$ cat src/sv/bsm_pkg.sv
// Package with shared types and constants for the bounding sphere merge block.
package bsm_pkg;

    localparam int FRAC_BITS_DEF = 16;

    // Controller states.
    typedef enum logic [3:0] {
        ST_IDLE,
        ST_DIFF,
        ST_SQ,
        ST_SQRT,
        ST_TEST,
        ST_MUL,
        ST_DIV,
        ST_UPD,
        ST_OUT
    } bsm_state_t;

    // Commands from the controller to the datapath.
    typedef struct packed {
        logic load_in;
        logic load_first;
        logic do_diff;
        logic sq_step;
        logic sqrt_start;
        logic sqrt_step;
        logic do_test;
        logic mul_step;
        logic div_start;
        logic div_step;
        logic do_merge;
        logic do_replace;
        logic load_out;
    } bsm_cmd_t;

    // Status from the datapath to the controller.
    typedef struct packed {
        logic sq_done;
        logic sqrt_done;
        logic keep;
        logic replace;
        logic mul_done;
        logic div_done;
    } bsm_stat_t;

endpackage

$ cat src/sv/bsm_ctrl.sv
// Controller state machine that sequences one sphere through the datapath.
module bsm_ctrl
    import bsm_pkg::*;
(
    input  logic      aclk,
    input  logic      aresetn,
    input  logic      s_tvalid,
    output logic      s_tready,
    input  logic      s_tlast,
    input  logic      out_full,
    input  bsm_stat_t stat,
    output bsm_cmd_t  cmd
);

    bsm_state_t state_reg, state_next;
    logic first_reg, first_next;
    logic last_reg, last_next;

    // State register.
    always_ff @(posedge aclk) begin
        if (!aresetn) begin
            state_reg <= ST_IDLE;
            first_reg <= 1'b1;
            last_reg  <= 1'b0;
        end else begin
            state_reg <= state_next;
            first_reg <= first_next;
            last_reg  <= last_next;
        end
    end

    // Next state and commands.
    always_comb begin
        state_next = state_reg;
        first_next = first_reg;
        last_next  = last_reg;
        cmd        = '0;
        s_tready   = 1'b0;
        unique case (state_reg)
            ST_IDLE: begin
                s_tready = 1'b1;
                if (s_tvalid) begin
                    cmd.load_in = 1'b1;
                    last_next   = s_tlast;
                    if (first_reg) begin
                        cmd.load_first = 1'b1;
                        first_next     = 1'b0;
                        state_next     = s_tlast ? ST_OUT : ST_IDLE;
                    end else begin
                        state_next = ST_DIFF;
                    end
                end
            end
            ST_DIFF: begin
                cmd.do_diff = 1'b1;
                state_next  = ST_SQ;
            end
            ST_SQ: begin
                cmd.sq_step = 1'b1;
                if (stat.sq_done) begin
                    cmd.sqrt_start = 1'b1;
                    state_next     = ST_SQRT;
                end
            end
            ST_SQRT: begin
                cmd.sqrt_step = 1'b1;
                if (stat.sqrt_done) state_next = ST_TEST;
            end
            ST_TEST: begin
                cmd.do_test = 1'b1;
                state_next  = ST_MUL;
            end
            ST_MUL: begin
                if (stat.keep) begin
                    state_next = last_reg ? ST_OUT : ST_IDLE;
                end else if (stat.replace) begin
                    cmd.do_replace = 1'b1;
                    state_next     = last_reg ? ST_OUT : ST_IDLE;
                end else begin
                    cmd.mul_step = 1'b1;
                    if (stat.mul_done) begin
                        cmd.div_start = 1'b1;
                        state_next    = ST_DIV;
                    end
                end
            end
            ST_DIV: begin
                cmd.div_step = 1'b1;
                if (stat.div_done) state_next = ST_UPD;
            end
            ST_UPD: begin
                cmd.do_merge = 1'b1;
                state_next   = last_reg ? ST_OUT : ST_IDLE;
            end
            ST_OUT: begin
                if (!out_full) begin
                    cmd.load_out = 1'b1;
                    first_next   = 1'b1;
                    state_next   = ST_IDLE;
                end
            end
            default: state_next = ST_IDLE;
        endcase
    end

    // The output register is only written when it is free.
    a_out_free: assert property (@(posedge aclk) disable iff (!aresetn)
        cmd.load_out |-> !out_full) else $error("output overwritten");
    // An input beat is only taken in the idle state.
    a_in_idle: assert property (@(posedge aclk) disable iff (!aresetn)
        cmd.load_in |-> state_reg == ST_IDLE) else $error("beat taken while busy");
    // A merge follows a finished division.
    a_merge: assert property (@(posedge aclk) disable iff (!aresetn)
        cmd.do_merge |-> $past(stat.div_done)) else $error("merge without quotient");

endmodule

$ cat config.mk
export PLATFORM = sky130hd
export DESIGN_NAME = bsm_ctrl
export DESIGN_NICKNAME = d
export VERILOG_FILES = /design/src/sv/bsm_pkg.sv /design/src/sv/bsm_ctrl.sv
export SDC_FILE = /design/constraint.sdc
export NUM_CORES = 1
export LEC_CHECK = 0
export ABC_AREA = 1
export BUFFER_PORTS_ARGS = -buffer_cell sky130_fd_sc_hd__clkbuf_2
export CAP_MARGIN = 5
export CORE_AREA = 2 2 39 41
export DETAILED_ROUTE_END_ITERATION = 8
export DIE_AREA = 0 0 41 43
export PLACE_DENSITY = 0.68
export SYNTH_ARGS = -nofsm -noshare
export SYNTH_HDL_FRONTEND = slang
export SYNTH_SLANG_ARGS = --single-unit
$ cat constraint.sdc
create_clock -name aclk -period 1.5 [get_ports aclk]
set_input_delay 0.075 -clock aclk [delete_from_list [all_inputs] [get_ports aclk]]
set_output_delay 0.075 -clock aclk [all_outputs]
set_load 0.05 [all_outputs]
==> flow_summary.json <==
{
  "outcome": "finished, final reports clean",
  "skew_ns": 0.002233,
  "power.leakage_nw": 0.3878,
  "fp.dieArea_um2": 1763,
  "path_max_fanout": 3,
  "cp.arrival_ns": 1.36,
  "area_delta_synth_final_pct": 48.02,
  "fp.dieW_um": 41,
  "syn_avg_cell_area_um2": 5.947,
  "path_class": "register to output port",
  "yosysSeqAreaShare_pct": 23.76,
  "postSynthCellCount": 85,
  "rsz0062_at_grt": "true",
  "cts_hold_buffers": 0,
  "swShare_pct": 44.20,
  "ir_drop_mv": 0.6078,
  "clockRootBuffer": "clkbuf_4",
  "fin_tns_setup_ns": 0,
  "clockBufferDepth": 2,
  "boundaryPins": 25,
  "grt_first_pass_wirelength_um": 1856,
  "pwr-share-seq_pct": 30.1,
  "p_total_w": 0.0006498,
  "drc": 0,
  "timing.fmax_mhz": 699.1,
  "cp-end-kind": "output port",
  "switchingPower_w": 0.0002872,
  "regArea_um2": 123.9,
  "intPower_w": 0.0003626,
  "power_frac_clock_pct": 22.7,
  "syn-num-nets": 96,
  "drt-total-wl_um": 1230,
  "slew_viol_final": 0,
  "io_buffer_count": 24,
  "fp-row-count": 14,
  "coreArea_um2": 1384,
  "slowest_delay_ns": 0.35,
  "power_density_nw_per_um2": 868.4,
  "globalplace.congestion": 0.7691,
  "max_cap_violations": 0,
  "track_usage_pct": 15.96,
  "die_h_um": 43,
  "crit_path_top_delay_cell": "dfxtp_1",
  "htreeDepth": 1,
  "synth_cell_type_count": 17,
  "yosysWarnings": 0,
  "path_clk_slew_ns": 0.04,
  "fin_crit_sh_pct": 95.36,
  "largest_reg_flops": 4,
  "clk_latency_ns": 0.25,
  "numCtsBuffers": 3,
  "drt-initial-drc-count": 5,
  "drive_gt1_share_pct": 46.02,
  "hold_viol": 0,
  "cts.sinks": 6,
  "n_fill_cell": 141,
  "grt_max_degree": 8,
  "syn-cell-area_um2": 505.5,
  "nNetsFinal": 126,
  "start_util_pct": 36.53,
  "antenna-diode-count": 0,
  "via_per_inst": 4.721,
  "utilization_pct": 54.07,
  "cts_tree": "done",
  "vias": 609,
  "start_kind": "register",
  "fin_crit_ns": 1.430,
  "overflow": 0,
  "holdCritPathClass": "input port to register",
  "cp_data_required_time_ns": 1.42,
  "antenna_left": 0,
  "dp_hpwl_um": 1026,
  "ys_ff_latch": 6,
  "multiInputGateArea_um2": 369.1,
  "antenna_found_initial": 0,
  "grt_pass1_vias": 489,
  "worstMarginPinSlew_ns": 0.2774,
  "max_slew_margin_pct": 81.59,
  "wl_per_cell_um": 9.535,
  "power_frac_comb_pct": 47.2,
  "setup_violations": 0,
  "dr.pass1.iters": 4,
  "critical_path.cell_chain": "inv_1, nand2_2, nor2_4, nand2_2, inv_6, clkbuf_4",
  "path_common_cell": "nand2_2"
}
==> metrics by stage <==
step                worst slack (ns)  hold slack (ns)  instances  instance area (um2)
floorplan                    -0.1866           0.1536         85                535.5
global placement              0.1977           0.2590        125                675.6
detailed placement            0.1877           0.2681        125                675.6
CTS                         0.002322          0.01053        129                718.2
global route                -0.04381         0.007769        129                748.2
finish                       0.06956          0.01304        129                748.2
==> power groups by stage <==
stage               registers, W  logic (W)  clock network, W
global placement        0.000197   0.000291                 0
CTS                     0.000194   0.000302          0.000156
detailed placement      0.000197   0.000290                 0
finish                  0.000196   0.000307          0.000147
global route            0.000198   0.000329          0.000172
floorplan               0.000193   0.000229                 0
==> cell usage in the layout, fill, tap and decap left out, drive strengths merged <==
master / Yosys / final
a21oi: 6 / 6
buf: 0 / 7
clkbuf: 0 / 21
dfxtp: 6 / 6
inv: 15 / 15
nand2: 17 / 17
nand3: 13 / 13
nand3b: 1 / 1
nand4: 2 / 2
nor2: 22 / 22
nor3: 1 / 1
o21a: 1 / 1
o221ai: 1 / 1
==> cell type report <==
class / count / area share [%]
inverter: 15 / 8.194
timing repair buffer: 25 / 20.23
clock buffer: 3 / 3.010
multi-input combinational: 64 / 49.33
sequential: 6 / 16.56
tap: 16 / 2.676
==> repair_timing <==
item / 4_1_cts / 5_1_grt
endpoints found under the setup margin: 5 / 9
setup buffers: 1 / 0
resized for setup: 5 / 20
pin swaps: 1 / 1
==> metal layers <==
| layer | GRT usage [%] | up-vias | share of wire (%) |
|---|---|---|---|
| met1 | 18.97 | 266 | 47 |
| met5 | 0 | - | 0 |
| met4 | 12.00 | 0 | 2.3 |
| met2 | 23.75 | 11 | 48 |
| met3 | 3.141 | 3 | 2.9 |
| li1 | - | 329 | - |
==> worst max-delay path, delay by kind of cell (launching register included) <==
family,cells,cell delay (ns)
AND/OR/NAND/NOR,3,0.34
buffers and inverters,3,0.42
flip-flops,1,0.35
==> logic make-up (layout without fill, tap and decap cells) <==
family                 count (synthesis)  in the layout  synth area share, %
flip-flops                             6              6                23.76
AND/OR/NAND/NOR                       56             56                55.20
AO/OA/AOI/OAI                          8              8                9.901
buffers and inverters                 15             43                11.14
==> cells in the mapped netlist (all sizes together) <==
cell type	instances	area, um2
nand3	13	75.07
nand4	2	12.51
nor3	1	5.000
o21a	1	7.510
nand2	17	66.32
a21oi	6	33.78
nor2	22	112.6
o221ai	1	8.760
dfxtp	6	120.1
nand3b	1	7.510
inv	15	56.30
==> worst paths after layout <==
check                     from      endpoint  slack, ns  cells after the start
hold reg to reg       last_reg      last_reg       0.50                      2
setup / recovery  state_reg[3]       cmd[12]       0.07                      6
hold / removal         aresetn     first_reg       0.01                      2
setup reg to reg  state_reg[1]  state_reg[2]       0.20                      7
No activity file was read; power rests on OpenSTA's default activity.
